==> config.mk <==
export PLATFORM = sky130hd
export DESIGN_NAME = psu_queue
export DESIGN_NICKNAME = d
export VERILOG_FILES = /design/src/hdl/psu_pkg.sv /design/src/hdl/psu_queue.sv
export SDC_FILE = /design/constraint.sdc
export NUM_CORES = 1
export LEC_CHECK = 0
export BUFFER_PORTS_ARGS = -buffer_cell sky130_fd_sc_hd__buf_2
export CAP_MARGIN = 20
export CORE_MARGIN = 1.5
export CORE_UTILIZATION = 50
export DETAILED_ROUTE_END_ITERATION = 10
export PLACE_DENSITY = 0.71
export SLEW_MARGIN = 20
export SYNTH_ARGS = -nofsm -noshare
export SYNTH_HDL_FRONTEND = slang
export SYNTH_SLANG_ARGS = --single-unit
export TNS_END_PERCENT = 10
==> constraint.sdc <==
create_clock -name clk -period 5.7 [get_ports clk]
set_clock_uncertainty 0.1 [all_clocks]
set_input_delay 0.57 -clock clk [delete_from_list [all_inputs] [get_ports clk]]
set_output_delay 0.57 -clock clk [all_outputs]
set_load 0.02 [all_outputs]
==> src/hdl/psu_pkg.sv <==
`timescale 1ns / 1ps
// shared types and constants for the png scanline unfilter
// no dependencies

package psu_pkg;

    localparam int CFG_AW      = 2;
    localparam int CFG_DW      = 16;
    localparam int QUEUE_DEPTH = 4;
    localparam int QUEUE_LIMIT = 3;
    localparam int QUEUE_CW    = $clog2(QUEUE_DEPTH + 1);

    localparam logic [CFG_AW-1:0] CFG_IMAGE_WIDTH  = 2'd0;
    localparam logic [CFG_AW-1:0] CFG_IMAGE_HEIGHT = 2'd1;
    localparam logic [CFG_AW-1:0] CFG_HAS_ALPHA    = 2'd2;

    localparam logic [2:0] FILT_NONE  = 3'd0;
    localparam logic [2:0] FILT_SUB   = 3'd1;
    localparam logic [2:0] FILT_UP    = 3'd2;
    localparam logic [2:0] FILT_AVG   = 3'd3;
    localparam logic [2:0] FILT_PAETH = 3'd4;

    localparam logic [7:0] ALPHA_OPAQUE = 8'hff;

    typedef struct packed {
        logic       bad;
        logic [7:0] raw;
        logic [2:0] filter;
        logic [1:0] ch;
        logic       first_row;
        logic       row_first;
        logic       img_end;
        logic       two;
    } psu_cmd_t;

endpackage

==> src/hdl/psu_queue.sv <==
`timescale 1ns / 1ps
// short command queue between the front and back parts
// depends on psu_pkg

module psu_queue
    import psu_pkg::*;
#(
    parameter int DW = 32
) (
    input  logic                clk,
    input  logic                rst_n,
    input  logic                push,
    input  logic [DW-1:0]       push_data,
    input  logic                pop,
    output logic                head_valid,
    output logic [DW-1:0]       head_data,
    output logic [QUEUE_CW-1:0] count
);

    localparam int PW = $clog2(QUEUE_DEPTH);

    logic [DW-1:0]       slot_reg [QUEUE_DEPTH];
    logic [PW-1:0]       wr_ptr_reg;
    logic [PW-1:0]       rd_ptr_reg;
    logic [QUEUE_CW-1:0] count_reg;
    logic [QUEUE_CW-1:0] count_next;

    always_comb
    begin
        count_next = count_reg;
        if (push && !pop)
        begin
            count_next = count_reg + 1'b1;
        end
        else if (pop && !push)
        begin
            count_next = count_reg - 1'b1;
        end
    end

    always_ff @(posedge clk or negedge rst_n)
    begin
        if (!rst_n)
        begin
            wr_ptr_reg <= '0;
            rd_ptr_reg <= '0;
            count_reg  <= '0;
        end
        else
        begin
            if (push)
            begin
                wr_ptr_reg <= wr_ptr_reg + 1'b1;
            end
            if (pop)
            begin
                rd_ptr_reg <= rd_ptr_reg + 1'b1;
            end
            count_reg <= count_next;
        end
    end

    always_ff @(posedge clk)
    begin
        if (push)
        begin
            slot_reg[wr_ptr_reg] <= push_data;
        end
    end

    assign head_valid = (count_reg != '0);
    assign head_data  = slot_reg[rd_ptr_reg];
    assign count      = count_reg;

endmodule

==> qor.csv <==
metric;value;unit
post-CTS setup repair buffer count;0;
critical path startpoint category;flop;
cts repair resizes;0;
Die Ht;103.5;um
Post-Syn Nets;243;
Critical Path RT;5.03;ns
Syn-to-layout area delta;19.98;%
Syn Std Cell Area;0.005054;sq mm
first-pass GRT wire length;12880;um
area occupied by multi-input gates;934.6;sq um
area leader, netlist;edfxtp_1;
# fillers;687;
via count;2247;
H-tree levels;4;
status;finished, final reports clean;
Yosys top cell area share;76.06;%
Clock Sinks;135;
Storage cell area;0.004021;sq mm
flip-flop count of the largest register, all copies and words added;128;
Port-buffer cells;71;
Fmax achieved;315.1;MHz
I/O pin count;72;
WL final;8090;um
total CTS buffers;17;
Async SR Flop Fraction;5.185;%
Post-Syn Instances;201;
critical path peak fanout;20;
Worst Setup End Kind;output pin;
root buf cell;clkbuf_8;
type of the worst setup path;reg2out;
top-count cell post-synth;edfxtp_1;
Die W;103.5;um
largest net degree at the start of global routing;34;
Least-Margin Pin Slew;0.9111;ns
top cells by area, synth;edfxtp_1 (76%), mux4_2 (12%), dfrtp_1 (3.5%);
diode count;0;
Avg Inst Size Synth;25.14;sq um
layout cell share with drive strength beyond 1;45.30;%
setup TNS;0;ns
dpl cells;398;
vias per cell;5.213;
initial antenna violation count;1;
Final setup viols;0;
DRC marker count from the first detailed-route iteration;162;
Worst-path clk slew;0.06;ns
Pwr Density;547.2;mW/mm^2
vias in the first global route;2412;
final net count;327;
core footprint;0.009774;sq mm
row count;36;
RSZ-0062 raised after global routing;no;
HPWL after DPL;4650;um
final hold vios;0;
EDFF count, synth;128;
Die Area;0.01072;sq mm
Slew Viols, Final;0;
register bit count reported by yosys;135;
Yosys cell types;19;
WL/cell;18.77;um
DR pass1 iterations;4;
predominant post-synthesis flop cell;edfxtp_1;
Max transition margin;39.26;%
fin crit period;3.173;ns
number of max-cap violations;0;
Arr. time, crit path;2.50;ns
Skew-Pair Late Insertion Delay;0.50;ns
LEAKAGE;2.139;nW
GRT Total Usage;16.40;%
CTS tree;built;
sequential share of the synthesized area;79.52;%
top post-synthesis cells by count;edfxtp_1 (128), mux4_2 (28), dfrtp_1 (7), ha_1 (5);
synth warn;0;
gpl congestion;0.6907;
clock buffer depth;2;
worst hold-check path type;in2reg;
GR Overflow Total;0;
final non-filler cell total;431;
Routed Antenna Nets;0;
fin crit share;55.67;%
Initial Utilization;51.70;%
VDD IR max;278.1;uV
DRC;0;
==> routing by layer <==
layer | GRT usage (%) | vias up | routed length [um]
met4 | 6.845 | 2 | 90
met3 | 6.104 | 10 | 442
li1 | - | 1016 | -
met5 | 0 | - | 13
met1 | 20.90 | 1155 | 3505
met2 | 25.67 | 64 | 4038
==> cell usage in the layout, fill, tap and decap left out <==
| master | netlist | routed |
|---|---|---|
| dlygate4sd3_1 | 0 | 1 |
| buf_2 | 3 | 71 |
| clkinv_2 | 0 | 3 |
| dfrtp_1 | 7 | 5 |
| xor2_1 | 4 | 4 |
| ha_1 | 5 | 5 |
| clkbuf_8 | 0 | 1 |
| nand2_1 | 2 | 2 |
| bufinv_16 | 0 | 2 |
| nor2_1 | 1 | 1 |
| xnor2_1 | 2 | 2 |
| inv_1 | 4 | 4 |
| mux4_2 | 28 | 28 |
| clkinv_4 | 0 | 3 |
| dfrtp_2 | 0 | 2 |
| o21ai_0 | 1 | 1 |
| clkbuf_1 | 1 | 1 |
| fa_1 | 1 | 1 |
| buf_4 | 0 | 1 |
| clkbuf_16 | 0 | 16 |
| mux2_2 | 1 | 1 |
| edfxtp_1 | 128 | 128 |
| clkinvlp_4 | 0 | 3 |
| clkinv_1 | 0 | 3 |
| mux4_1 | 4 | 4 |
| or3_1 | 1 | 1 |
| and2_2 | 0 | 4 |
==> cells by family after synthesis <==
family,count (synthesis),share of synthesized area [%]
adder cells (fa/ha/maj),6,1.634
AO/OA/AOI/OAI,1,0.09894
multiplexers,33,14.78
buffers and inverters,12,2.080
flip-flops,135,79.52
AND/OR/NAND/NOR,8,0.8418
XOR/XNOR,6,1.040
==> power by group <==
group | switching (mW) | leakage, nW | internal (mW) | total (mW)
registers | 0.143 | 1.26 | 1.31 | 1.45
logic | 0.487 | 0.620 | 0.388 | 0.875
clock network | 0.379 | 0.263 | 0.615 | 0.994
total | 1.01 | 2.14 | 2.31 | 3.32
==> through the flow <==
step                hold WS [ns]  total power [mW]  setup WS (ns)  instance area, sq um  util (%)
global route              0.1591             3.473          2.351                  6063     62.03
CTS                       0.1555             3.366          2.434                  6063     62.03
finish                    0.1759             3.318          2.527                  6063     62.03
global placement          0.3202             2.353          2.968                  5500     56.27
detailed placement        0.3252             2.368          3.005                  5500     56.27
floorplan                 0.1744             2.117          3.798                  5054         -
==> critical path: stages, from the launching register on <==
cell and delay (ns):
dfrtp_2 0.79, buf_4 0.42, mux4_1 0.60, buf_2 0.18
==> worst paths after layout <==
| kind | end | cells after the start | startpoint | slack (ns) |
|---|---|---|---|---|
| max in group asynchronous | rd_ptr_reg[0]$_DFFE_PN0P_ | 2 | rst_n | 4.96 |
| min | slot_reg[0][24]$_DFFE_PP_ | 1 | push_data[24] | 0.18 |
| min reg2reg | count[2]$_DFFE_PN0P_ | 1 | count[2]$_DFFE_PN0P_ | 0.40 |
| max reg2reg | slot_reg[0][6]$_DFFE_PP_ | 3 | wr_ptr_reg[0]$_DFFE_PN0P_ | 3.83 |
| min in group asynchronous | count[1]$_DFFE_PN0P_ | 2 | rst_n | 0.34 |
| max | head_data[24] | 3 | rd_ptr_reg[0]$_DFFE_PN0P_ | 2.53 |
==> final cells by class <==
type	count	area share [%]
sequential	135	66.32
clock buffer	18	6.892
multi-input combinational	54	15.41
tap	133	2.745
clock inverter	14	2.229
timing repair buffer	73	6.149
inverter	4	0.2476
==> what timing repair did <==
item,CTS,global route
hold buffers,1,0
endpoints found under the setup margin,0,0
hold endpoints to repair,7,0
Power figures use the tool's default switching activity.
