[config.mk]
export PLATFORM = sky130hd
export DESIGN_NAME = psu_back
export DESIGN_NICKNAME = d
export VERILOG_FILES = /design/src/hdl/psu_pkg.sv /design/src/hdl/psu_back.sv
export SDC_FILE = /design/constraint.sdc
export NUM_CORES = 1
export LEC_CHECK = 0
export BUFFER_PORTS_ARGS = -buffer_cell sky130_fd_sc_hd__buf_2
export CAP_MARGIN = 0
export CORE_ASPECT_RATIO = 1.2
export CORE_UTILIZATION = 40
export DETAILED_ROUTE_END_ITERATION = 10
export HOLD_SLACK_MARGIN = 0.06
export PLACE_DENSITY = 0.64
export RECOVER_POWER = 50
export SKIP_LAST_GASP = 1
export SYNTH_ARGS = -nofsm -noshare
export SYNTH_HDL_FRONTEND = slang
export SYNTH_SLANG_ARGS = --single-unit
[constraint.sdc]
create_clock -name clk -period 9.95 [get_ports clk]
set_clock_uncertainty 0.1 [all_clocks]
set_input_delay 0.4975 -clock clk [delete_from_list [all_inputs] [get_ports clk]]
set_output_delay 0.4975 -clock clk [all_outputs]
set_load 0.01 [all_outputs]
[src/hdl/psu_pkg.sv]
`timescale 1ns / 1ps
// shared types and constants for the png scanline unfilter
// no dependencies

package psu_pkg;

    localparam int CFG_AW      = 2;
    localparam int CFG_DW      = 16;
    localparam int QUEUE_DEPTH = 4;
    localparam int QUEUE_LIMIT = 3;
    localparam int QUEUE_CW    = $clog2(QUEUE_DEPTH + 1);

    localparam logic [CFG_AW-1:0] CFG_IMAGE_WIDTH  = 2'd0;
    localparam logic [CFG_AW-1:0] CFG_IMAGE_HEIGHT = 2'd1;
    localparam logic [CFG_AW-1:0] CFG_HAS_ALPHA    = 2'd2;

    localparam logic [2:0] FILT_NONE  = 3'd0;
    localparam logic [2:0] FILT_SUB   = 3'd1;
    localparam logic [2:0] FILT_UP    = 3'd2;
    localparam logic [2:0] FILT_AVG   = 3'd3;
    localparam logic [2:0] FILT_PAETH = 3'd4;

    localparam logic [7:0] ALPHA_OPAQUE = 8'hff;

    typedef struct packed {
        logic       bad;
        logic [7:0] raw;
        logic [2:0] filter;
        logic [1:0] ch;
        logic       first_row;
        logic       row_first;
        logic       img_end;
        logic       two;
    } psu_cmd_t;

endpackage

[src/hdl/psu_back.sv]
`timescale 1ns / 1ps
// back part: predictor, left and upper-left byte registers, store write
// and output register with alpha insertion; depends on psu_pkg

module psu_back
    import psu_pkg::*;
#(
    parameter int AW = 14
) (
    input  logic          clk,
    input  logic          rst_n,
    input  logic          head_valid,
    input  psu_cmd_t      head_cmd,
    input  logic [7:0]    head_above,
    input  logic [AW-1:0] head_addr,
    output logic          pop,
    output logic          wr_en,
    output logic [AW-1:0] wr_addr,
    output logic [7:0]    wr_data,
    output logic          m_tvalid,
    input  logic          m_tready,
    output logic [7:0]    m_tdata,
    output logic          m_tlast,
    output logic [1:0]    m_tuser
);

    function automatic logic [7:0] paeth(input logic [7:0] a, input logic [7:0] b,
                                         input logic [7:0] c);
        logic signed [9:0] da;
        logic signed [9:0] db;
        logic signed [9:0] dc;
        logic [9:0]        pa;
        logic [9:0]        pb;
        logic [9:0]        pc;
        da = $signed({2'b00, b}) - $signed({2'b00, c});
        db = $signed({2'b00, a}) - $signed({2'b00, c});
        dc = da + db;
        pa = (da < 0) ? 10'(-da) : 10'(da);
        pb = (db < 0) ? 10'(-db) : 10'(db);
        pc = (dc < 0) ? 10'(-dc) : 10'(dc);
        if (pa <= pb && pa <= pc)
        begin
            return a;
        end
        return (pb <= pc) ? b : c;
    endfunction

    logic [7:0] left_reg [4];
    logic [7:0] up_reg   [4];
    logic       out_valid_reg;
    logic [7:0] out_byte_reg;
    logic       out_last_reg;
    logic       out_done_reg;
    logic       out_bad_reg;
    logic       alpha_pend_reg;
    logic       alpha_done_reg;

    logic       load;
    logic [7:0] a;
    logic [7:0] b;
    logic [7:0] c;
    logic [8:0] avg_sum;
    logic [7:0] pred;
    logic [7:0] v;

    assign load = !out_valid_reg || m_tready;
    assign pop  = head_valid && load && !alpha_pend_reg;

    always_comb
    begin
        a       = head_cmd.row_first ? 8'd0 : left_reg[head_cmd.ch];
        c       = head_cmd.row_first ? 8'd0 : up_reg[head_cmd.ch];
        b       = head_cmd.first_row ? 8'd0 : head_above;
        avg_sum = {1'b0, a} + {1'b0, b};
        unique case (head_cmd.filter)
            FILT_SUB:   pred = a;
            FILT_UP:    pred = b;
            FILT_AVG:   pred = avg_sum[8:1];
            FILT_PAETH: pred = paeth(a, b, c);
            default:    pred = 8'd0;
        endcase
        v = head_cmd.raw + pred;
    end

    assign wr_en   = pop && !head_cmd.bad;
    assign wr_addr = head_addr;
    assign wr_data = v;

    always_ff @(posedge clk or negedge rst_n)
    begin
        if (!rst_n)
        begin
            for (int k = 0; k < 4; k++)
            begin
                left_reg[k] <= '0;
                up_reg[k]   <= '0;
            end
            out_valid_reg  <= 1'b0;
            alpha_pend_reg <= 1'b0;
            alpha_done_reg <= 1'b0;
        end
        else
        begin
            if (pop && !head_cmd.bad)
            begin
                for (int k = 0; k < 4; k++)
                begin
                    if (2'(k) == head_cmd.ch)
                    begin
                        left_reg[k] <= v;
                        up_reg[k]   <= b;
                    end
                    else if (head_cmd.row_first)
                    begin
                        left_reg[k] <= '0;
                        up_reg[k]   <= '0;
                    end
                end
            end
            if (load)
            begin
                if (alpha_pend_reg)
                begin
                    out_valid_reg  <= 1'b1;
                    alpha_pend_reg <= 1'b0;
                end
                else if (pop)
                begin
                    out_valid_reg <= 1'b1;
                    if (!head_cmd.bad && head_cmd.two)
                    begin
                        alpha_pend_reg <= 1'b1;
                        alpha_done_reg <= head_cmd.img_end;
                    end
                end
                else
                begin
                    out_valid_reg <= 1'b0;
                end
            end
        end
    end

    always_ff @(posedge clk)
    begin
        if (load)
        begin
            if (alpha_pend_reg)
            begin
                out_byte_reg <= ALPHA_OPAQUE;
                out_last_reg <= 1'b1;
                out_done_reg <= alpha_done_reg;
                out_bad_reg  <= 1'b0;
            end
            else if (pop)
            begin
                if (head_cmd.bad)
                begin
                    out_byte_reg <= 8'd0;
                    out_last_reg <= 1'b1;
                    out_done_reg <= 1'b0;
                    out_bad_reg  <= 1'b1;
                end
                else
                begin
                    out_byte_reg <= v;
                    out_last_reg <= !head_cmd.two;
                    out_done_reg <= head_cmd.img_end && !head_cmd.two;
                    out_bad_reg  <= 1'b0;
                end
            end
        end
    end

    assign m_tvalid = out_valid_reg;
    assign m_tdata  = out_byte_reg;
    assign m_tlast  = out_last_reg;
    assign m_tuser  = {out_bad_reg, out_done_reg};

endmodule

==> metrics <==
CTS tree=done; number of synthesized flops with an enable pin=11; WL per Instance=17.67 µm; post-layout min period=9.278 ns; worst hold path startpoint=head_valid; Cells after Synth=791; Reg2Reg Depth=36; fillcell total=1720; Initial Util=41.38%; hold depth=3; post-cts resize count=0; clock-pin slew on the worst setup and hold paths=0.06 ns; register area share after synthesis=28.45%; root buffer cell=clkbuf_16; Netlist cell types=76; first drt pass iteration count=5; CTS buffer count=9; relative slew slack=-137.0%; setup TNS=0 ns; Worst R2R Start=left_reg[2]; critical-path maximum fanout=13; Synth area leaders=dfrtp_1 (24%), ha_1 (12%), o21ai_0 (6.3%); final worst slack=0.6722 ns; area delta synth->final=9.792%; # setup viols final=0; CP peak stage delay=0.51 ns; Pleak=3.606 nW; Yosys Warn Count=0; Final Slew Violations=68; Avg Inst Size Synth=8.917 µm²; Hold Crit Class=in2reg; placed insts=1026; core area=17050 µm²; layout cell share with drive strength beyond 1=13.32%; total congestion overflow=0; MaxCap Viol Count=1; post-CTS setup buffer count=0; CP Launch Type=input port; clk_lat worst skew=0.34 ns; largest area contributor in the netlist=dfrtp_1; Final period util=93.24%; via count=5964; Iteration-0 DRC Markers=335; die area=18170 µm²; worst hold endpoint=m_tvalid; clk sinks=78; internal reg-to-reg setup slack=1.38 ns; slowest CP cell=mux4_2; Post-Place Setup Slack=0.4723 ns; top-area cell type share of the netlist area=23.77%; total power per unit cell area=282.5 nW/µm²; CTS Hold Bufs=0; CP required=9.35 ns; detailed placement HPWL=14480 µm; Most used DFF post-synth=dfrtp_1; mapped cell area=7053 µm²; gr usage total=20.78%; final antenna-violating net count=0; # diodes=0; Final Hold Viols=0; critical path class=in2out; vias in the first global route=5637; Synth async-reset ratio=85.90%; GPL Wtd Cong=0.8956; non-filler instance count after layout=1042; Die Y=147.5 µm; IO Pins=80; initial antenna violation count=0; Max H-tree Level=3; RR Endpoint=m_tdata[7]; DR vias/cell=5.724; crit end category=output pin; #FFs+latches synth=78; top post-synthesis cells by count=o21ai_0 (89), ha_1 (70), nand3_1 (68); failing checks=max-capacitance violations, max-slew violations; status=finished with violations; nets=938; IO Port Bufs=51; final WL=18410 µm; Slew @ Worst Pin=3.555 ns; CP arrival=8.68 ns; fmax=107.8 MHz; first-pass GRT wire length=29220 µm; maximum vdd drop=0.0001611 V; count leader, synth=o21ai_0; RSZ-0062 raised after global routing=false; largest net degree at the start of global routing=68; row count=52; Residual DRC=0; Die W=123.2 µm; clk buf depth=2
-- power by group --
| part | total [mW] | internal (mW) | switching [mW] |
|---|---|---|---|
| Clock | 0.336 | 0.203 | 0.133 |
| Combinational | 1.46 | 0.610 | 0.851 |
| Sequential | 0.391 | 0.369 | 0.0221 |
| Total | 2.19 | 1.18 | 1.01 |
-- per-stage QoR --
stage                     area [µm²]  hold WS [ns]  utilization, %  total power, mW
after floorplan                 7061        0.1019               -            1.493
after global routing            7744        0.3270           45.43            2.369
after CTS                       7746        0.2806           45.44            2.177
final                           7744        0.2902           45.43            2.188
after global placement          7438        0.3756           43.64            1.823
after detailed placement        7438        0.3846           43.64            1.836
-- critical path, delay by kind of cell --
kind | cells | cell delay (ns)
compound gates | 19 | 3.49
xor+xnor | 2 | 0.44
fa+ha+maj | 4 | 1.42
buf+inv | 4 | 0.93
mux | 2 | 0.74
simple gates | 7 | 1.14
-- cell usage in the layout, fill, tap and decap left out, types with 5 or more instances in the layout --
cell	instances
a21o_1	23
clkbuf_16	9
nand2b_1	14
nand2_1	38
edfxtp_1	11
nor2_1	31
o21ai_0	89
mux4_2	15
a211oi_1	6
xor2_1	14
inv_1	56
a22oi_1	8
clkbuf_1	12
nand3_1	68
dfrtp_1	67
o21bai_1	6
mux2_2	5
nor3_1	11
and3_1	10
buf_2	39
xnor2_1	30
and2_1	10
buf_4	12
o31ai_1	8
ha_1	70
mux2i_1	17
nor2b_1	13
nand4_1	8
a21oi_1	38
-- cell type report --
class	count	area, µm²	area share (%)
Multi-Input combinational cell	611	4607	59.49
Sequential cell	78	2007	25.92
Timing Repair Buffer	64	337.8	4.363
Tap cell	216	270.3	3.490
Clock buffer	10	239.0	3.086
Inverter	57	214.0	2.763
Clock inverter	6	68.82	0.8887
-- metal layers --
metal / GRT usage [%] / up-vias / part of all wire, %
li1: - / 2931 / -
met1: 27.16 / 2846 / 44
met2: 34.83 / 161 / 50
met3: 3.125 / 26 / 4.9
met4: 6.807 / 0 / 1.9
met5: 0 / - / 0
-- worst max-delay path by stage --
| stage | slack, ns | end | start | cells past startpoint |
|---|---|---|---|---|
| 2_1_floorplan | 1.16 | wr_data[7] | head_cmd[4] | 39 |
| 3_3_place_gp | 0.58 | wr_data[7] | head_cmd[4] | 37 |
| 3_5_place_dp | 0.47 | wr_data[7] | head_cmd[4] | 38 |
| 4_1_cts | 0.42 | wr_data[7] | head_cmd[4] | 38 |
| 5_1_grt | 0.04 | wr_data[7] | head_cmd[4] | 38 |
| 6_report | 0.67 | wr_data[7] | head_cmd[4] | 38 |
-- kinds of logic (layout without fill, tap and decap cells) --
logic type | count (synthesis) | after routing | synth area share (%)
simple gates | 226 | 226 | 16.66
compound gates | 223 | 223 | 20.45
buf+inv | 104 | 137 | 6.546
flops | 78 | 78 | 28.45
fa+ha+maj | 74 | 74 | 13.41
xor+xnor | 45 | 45 | 5.854
mux | 39 | 39 | 8.515
other cells | 2 | 4 | 0.1065
(Power assumes the default switching activity.)
