<file path="config.mk">
export PLATFORM = sky130hd
export DESIGN_NAME = psu_front
export DESIGN_NICKNAME = d
export VERILOG_FILES = /design/src/hdl/psu_pkg.sv /design/src/hdl/psu_front.sv
export SDC_FILE = /design/constraint.sdc
export NUM_CORES = 1
export LEC_CHECK = 0
export BUFFER_PORTS_ARGS = -buffer_cell sky130_fd_sc_hd__buf_2
export CAP_MARGIN = 20
export CORE_UTILIZATION = 40
export DETAILED_ROUTE_END_ITERATION = 6
export PLACE_DENSITY = 0.7
export SYNTH_ARGS = -nofsm -noshare
export SYNTH_HDL_FRONTEND = slang
export SYNTH_SLANG_ARGS = --single-unit
</file>
<file path="constraint.sdc">
create_clock -name clk -period 9.25 [get_ports clk]
set_input_delay 1.3875 -clock clk [delete_from_list [all_inputs] [get_ports clk]]
set_output_delay 1.3875 -clock clk [all_outputs]
set_load 0.005 [all_outputs]
</file>
<file path="src/hdl/psu_pkg.sv">
`timescale 1ns / 1ps
// shared types and constants for the png scanline unfilter
// no dependencies

package psu_pkg;

    localparam int CFG_AW      = 2;
    localparam int CFG_DW      = 16;
    localparam int QUEUE_DEPTH = 4;
    localparam int QUEUE_LIMIT = 3;
    localparam int QUEUE_CW    = $clog2(QUEUE_DEPTH + 1);

    localparam logic [CFG_AW-1:0] CFG_IMAGE_WIDTH  = 2'd0;
    localparam logic [CFG_AW-1:0] CFG_IMAGE_HEIGHT = 2'd1;
    localparam logic [CFG_AW-1:0] CFG_HAS_ALPHA    = 2'd2;

    localparam logic [2:0] FILT_NONE  = 3'd0;
    localparam logic [2:0] FILT_SUB   = 3'd1;
    localparam logic [2:0] FILT_UP    = 3'd2;
    localparam logic [2:0] FILT_AVG   = 3'd3;
    localparam logic [2:0] FILT_PAETH = 3'd4;

    localparam logic [7:0] ALPHA_OPAQUE = 8'hff;

    typedef struct packed {
        logic       bad;
        logic [7:0] raw;
        logic [2:0] filter;
        logic [1:0] ch;
        logic       first_row;
        logic       row_first;
        logic       img_end;
        logic       two;
    } psu_cmd_t;

endpackage

</file>
<file path="src/hdl/psu_front.sv">
`timescale 1ns / 1ps
// front part: configuration registers, row and column tracking,
// filter byte decode and store read issue; depends on psu_pkg

module psu_front
    import psu_pkg::*;
#(
    parameter int MAX_WIDTH = 4096,
    parameter int AW        = 14
) (
    input  logic                clk,
    input  logic                rst_n,
    input  logic                cfg_we,
    input  logic [CFG_AW-1:0]   cfg_addr,
    input  logic [CFG_DW-1:0]   cfg_wdata,
    input  logic                s_tvalid,
    output logic                s_tready,
    input  logic [7:0]          s_tdata,
    input  logic [QUEUE_CW-1:0] q_count,
    output logic                rd_en,
    output logic [AW-1:0]       rd_addr,
    output logic                push,
    output psu_cmd_t            push_cmd,
    output logic [AW-1:0]       push_addr
);

    localparam int LW = AW + 1;

    logic [12:0]   width_reg;
    logic [15:0]   height_reg;
    logic          alpha_reg;
    logic [AW-1:0] col_reg;
    logic [1:0]    ch3_reg;
    logic [15:0]   row_count_reg;
    logic [2:0]    filter_reg;
    logic          expect_reg;
    logic          first_row_reg;
    logic          drop_reg;
    logic          pend_valid_reg;
    psu_cmd_t      pend_cmd_reg;
    logic [AW-1:0] pend_addr_reg;

    logic          accept;
    logic [LW-1:0] wcap;
    logic [LW-1:0] row_len;
    logic [15:0]   h_eff;
    logic [1:0]    ch;
    logic          row_end;
    logic          img_end;
    logic          is_data;
    psu_cmd_t      cmd_next;
    logic          pend_next;

    assign s_tready = ({1'b0, q_count} + {{QUEUE_CW{1'b0}}, pend_valid_reg})
                      < (QUEUE_CW + 1)'(QUEUE_LIMIT);
    assign accept   = s_tvalid && s_tready;

    always_comb
    begin
        if (width_reg == '0)
        begin
            wcap = LW'(1);
        end
        else if (32'(width_reg) > MAX_WIDTH)
        begin
            wcap = LW'(MAX_WIDTH);
        end
        else
        begin
            wcap = LW'(width_reg);
        end
        row_len = alpha_reg ? (wcap << 2) : ((wcap << 1) + wcap);
        h_eff   = (height_reg == '0) ? 16'd1 : height_reg;
        ch      = alpha_reg ? col_reg[1:0] : ch3_reg;
        row_end = ({1'b0, col_reg} + LW'(1)) >= row_len;
        img_end = row_end && (({1'b0, row_count_reg} + 17'd1) >= {1'b0, h_eff});
        is_data = !expect_reg && !drop_reg;
    end

    always_comb
    begin
        cmd_next           = '0;
        cmd_next.raw       = s_tdata;
        cmd_next.filter    = filter_reg;
        cmd_next.ch        = ch;
        cmd_next.first_row = first_row_reg;
        cmd_next.row_first = (col_reg == '0);
        cmd_next.img_end   = img_end;
        cmd_next.two       = !alpha_reg && (ch3_reg == 2'd2);
        pend_next          = 1'b0;
        if (accept)
        begin
            if (expect_reg)
            begin
                if (!drop_reg && (s_tdata > {5'd0, FILT_PAETH}))
                begin
                    cmd_next.bad = 1'b1;
                    pend_next    = 1'b1;
                end
            end
            else if (!drop_reg)
            begin
                pend_next = 1'b1;
            end
        end
    end

    always_ff @(posedge clk or negedge rst_n)
    begin
        if (!rst_n)
        begin
            width_reg      <= 13'd1;
            height_reg     <= 16'd1;
            alpha_reg      <= 1'b1;
            col_reg        <= '0;
            ch3_reg        <= '0;
            row_count_reg  <= '0;
            filter_reg     <= FILT_NONE;
            expect_reg     <= 1'b1;
            first_row_reg  <= 1'b1;
            drop_reg       <= 1'b0;
            pend_valid_reg <= 1'b0;
        end
        else
        begin
            if (cfg_we)
            begin
                unique case (cfg_addr)
                    CFG_IMAGE_WIDTH:  width_reg  <= cfg_wdata[12:0];
                    CFG_IMAGE_HEIGHT: height_reg <= cfg_wdata[15:0];
                    CFG_HAS_ALPHA:    alpha_reg  <= cfg_wdata[0];
                    default:          ;
                endcase
            end
            pend_valid_reg <= pend_next;
            if (accept)
            begin
                if (expect_reg)
                begin
                    expect_reg <= 1'b0;
                    col_reg    <= '0;
                    ch3_reg    <= '0;
                    if (!drop_reg)
                    begin
                        if (s_tdata > {5'd0, FILT_PAETH})
                        begin
                            drop_reg <= 1'b1;
                        end
                        else
                        begin
                            filter_reg <= s_tdata[2:0];
                        end
                    end
                end
                else if (row_end)
                begin
                    col_reg       <= '0;
                    ch3_reg       <= '0;
                    expect_reg    <= 1'b1;
                    first_row_reg <= img_end;
                    if (img_end)
                    begin
                        row_count_reg <= '0;
                        drop_reg      <= 1'b0;
                    end
                    else
                    begin
                        row_count_reg <= row_count_reg + 16'd1;
                    end
                end
                else
                begin
                    col_reg <= col_reg + 1'b1;
                    ch3_reg <= (ch3_reg == 2'd2) ? 2'd0 : ch3_reg + 2'd1;
                end
            end
        end
    end

    always_ff @(posedge clk)
    begin
        if (pend_next)
        begin
            pend_cmd_reg  <= cmd_next;
            pend_addr_reg <= col_reg;
        end
    end

    assign rd_en     = accept && is_data;
    assign rd_addr   = col_reg;
    assign push      = pend_valid_reg;
    assign push_cmd  = pend_cmd_reg;
    assign push_addr = pend_addr_reg;

endmodule

</file>
==> results.sh <==
export IMPL_status="complete, no violations"
export IMPL_worstMarginPinSlew_ps=896
export IMPL_postRouteAntennaNets=0
export IMPL_final_common_cell="buf_2"
export IMPL_synth_cell_type_count=87
export IMPL_crit_top_cell="ha_1"
export IMPL_final_cell_mix="buf_2, nand2_1, dfrtp_1"
export IMPL_critPathBufInv=0
export IMPL_clock_path_buffers=2
export IMPL_diodes=0
export IMPL_fin_nets=750
export IMPL_hold_start="filter_reg[1]"
export IMPL_r2r_start="width_reg[2]"
export IMPL_max_freq_mhz=185
export IMPL_ctsHoldBuffers=0
export IMPL_start_kind="flop"
export IMPL_maxSlewViolCount=0
export IMPL_final_cell_count_no_fill=870
export IMPL_placed_cells=854
export IMPL_fin_crit_ps=5410
export IMPL_clock_skew_ps=11.0
export IMPL_synth_edf_count=32
export IMPL_crit_slowest_cell="dfrtp_1"
export IMPL_synth_top_family_by_area="simple AND/OR/NAND/NOR gates"
export IMPL_synth_mux_area_share_pct=5.94
export IMPL_io_pins=82
export IMPL_ys_flop_type="dfrtp_1"
export IMPL_rrSetupSlack_ps=3840
export IMPL_crit_cells=19
export IMPL_die_h_um=126
export IMPL_routed_via_density=5.62
export IMPL_leakagePower_nw=3.19
export IMPL_power_frac_comb_pct=28.3
export IMPL_syn_inst=610
export IMPL_ir_drop_v=0.000150
export IMPL_power_share_sequential_pct=45.1
export IMPL_holdPathEnd="push_cmd[7]"
export IMPL_place_gp_congestion=0.845
export IMPL_grt_pass1_vias=4637
export IMPL_grt_pass1_wl_um=22700
export IMPL_synthSimpleGateAreaFrac_pct=18.7
export IMPL_setup_ws_ps=3840
export IMPL_grt_start_max_net_pins=70
export IMPL_reg2regPathDepth=19
export IMPL_p_sw_mw=0.476
export IMPL_root_buffer="clkbuf_16"
export IMPL_wl_um=13600
export IMPL_place_port_buffers=81
export IMPL_finalHoldViolations=0
export IMPL_worst_r2r_endpoint="row_count_reg[5]"
export IMPL_syn_area_mm2=0.00619
export IMPL_synth_xor_area_share_pct=3.53
export IMPL_drive_above_1_share_pct=24.6
export IMPL_cp_end_kind="flop"
export IMPL_critPathMaxStageDelay_ps=550
export IMPL_grt_setup_unrepaired="false"
export IMPL_cts_setup_buffers=0
export IMPL_syn_nets=683
export IMPL_crit_required_ps=9490
export IMPL_tns_ps=0
export IMPL_maxCapViolations=0
export IMPL_cts_buffers=9
export IMPL_num_rows=45
export IMPL_cts_tree="done"
export IMPL_drc=0
export IMPL_clock_sinks=101
export IMPL_avgSynthCellArea_um2=10.2
export IMPL_path_cells="nor4_2 -> nand4_1 -> a21oi_1 -> ha_1 -> ha_1 -> nor2_1 -> o21ai_0 -> nand2_1 -> a211o_1 -> a2111oi_0 -> a311oi_1 -> ha_1 -> a21o_1 -> a211oi_1 -> o211ai_1 -> o21ai_2 -> nor3_2 -> and2_1 -> a221o_1"
export IMPL_die_area_mm2=0.0160
export IMPL_internal_power_mw=0.904
export IMPL_start_util_pct=40.9
export IMPL_layout_area_overhead_vs_synth_pct=13.2
export IMPL_cts_max_level=3
export IMPL_power_density_mw_per_mm2=197
export IMPL_wl_per_cell_um=15.7
export IMPL_yosysSeqAreaShare_pct=43.5
export IMPL_die_w_um=126
export IMPL_synthAdderAreaFrac_pct=8.08
export IMPL_vias=4889
export IMPL_fp_coreArea_mm2=0.0151
export IMPL_path_class="flop to flop"
export IMPL_n_fill_cell=1417
export IMPL_ys_warn_count=0
export IMPL_path_clk_slew_ps=80
export IMPL_arrival_ps=5650
export IMPL_async_reset_ff_share_pct=68.3
export IMPL_ctsResizeCount=0
export IMPL_synth_compound_area_share_pct=16.0
export IMPL_critPathTopFamily="compound AO/OA/AOI/OAI gates"
export IMPL_multi_input_area_mm2=0.00324
export IMPL_antenna_found_initial=0
export IMPL_grt_total_usage_pct=17.7
export IMPL_drtPass1Iterations=5
export IMPL_fin_crit_sh_pct=58.5
export IMPL_pre_cts_ws_ps=3860
export IMPL_regArea_mm2=0.00269
export IMPL_min_path_cells=0
export IMPL_grt_ovfl_total=0
export IMPL_timing_slew_headroom_pct=40.3
export IMPL_first_iter_violations=405
export IMPL_hpwl_um=10300
export IMPL_setup_viol=0
export IMPL_crit_fanout=14
export IMPL_clk_latency_ps=360
export IMPL_clkPwrFrac_pct=26.7
export IMPL_hold_class="flop to flop"
export IMPL_p_sw_share_pct=34.5
export IMPL_largest_register_ffs=18
export IMPL_synth_seq_cells=101
cell usage after synthesis, drive strengths merged (6+ instances only):
cell type  count  area (um^2)
nand2b        12         75.1
nor2          48          199
dfrtp         64         1600
inv           30          113
xor2           6         52.6
nor4           7         50.1
a21oi         26          134
nand4          8         50.1
ha            40          500
nor2b         10         62.6
nand3         19          100
clkbuf        16         60.1
edfxtp        32          961
a21o           7         52.6
o21ai         27          139
a32o           8         80.1
mux2          30          338
nor3          15         85.1
nand2         66          258
a22o           8         77.6
xnor2         19          166
buf           13         93.8
and3           8         55.1
nor3b          7         57.6
power by group through the flow:
| stage | logic [mW] | clock network, mW | registers [mW] |
|---|---|---|---|
| global route | 0.443 | 0.397 | 0.635 |
| floorplan | 0.312 | 0 | 0.586 |
| global placement | 0.375 | 0 | 0.626 |
| CTS | 0.394 | 0.380 | 0.622 |
| detailed placement | 0.392 | 0 | 0.632 |
| finish | 0.390 | 0.368 | 0.623 |
stage by stage:
stage                     power, mW  util (%)  area, um^2  hold slack [ps]
final                          1.38      46.3        7010              452
after global routing           1.47      46.3        7010              477
after CTS                      1.40      46.3        7010              458
after detailed placement       1.02      44.4        6720              432
after global placement         1.00      44.4        6720              431
after floorplan               0.898         -        6190              421
how the worst max path moves through the flow:
stage,start,end,slack [ps]
3_5_place_dp,width_reg[2],row_count_reg[5],3860
3_3_place_gp,width_reg[2],row_count_reg[5],4120
2_1_floorplan,q_count[0],push_addr[0],3830
5_1_grt,width_reg[2],row_count_reg[7],3380
6_report,width_reg[2],row_count_reg[5],3840
4_1_cts,width_reg[2],row_count_reg[7],3850
area by class of cell:
| type | instances | area share [%] |
|---|---|---|
| clock inverters | 7 | 0.963 |
| repair buffers | 85 | 6.21 |
| clock buffers | 9 | 3.21 |
| well taps | 188 | 3.35 |
| multi-input cells | 450 | 46.3 |
| inverters | 30 | 1.61 |
| flip-flops and latches | 101 | 38.4 |
cell families (layout without fill, tap and decap cells):
kind of cell,Yosys count,count (layout)
adder cells (fa/ha/maj),40,40
flip-flops,101,101
buffers and inverters,59,131
multiplexers,33,33
XOR/XNOR,25,25
AO/OA/AOI/OAI,130,130
AND/OR/NAND/NOR,222,222
layer usage:
layer	track usage, %	routed length, um	vias up
met5	0	0	-
met4	5.24	193	0
met3	4.01	611	20
met2	28.2	6290	136
met1	24.1	6520	2365
li1	-	-	2368
Power figures use the tool's default switching activity.
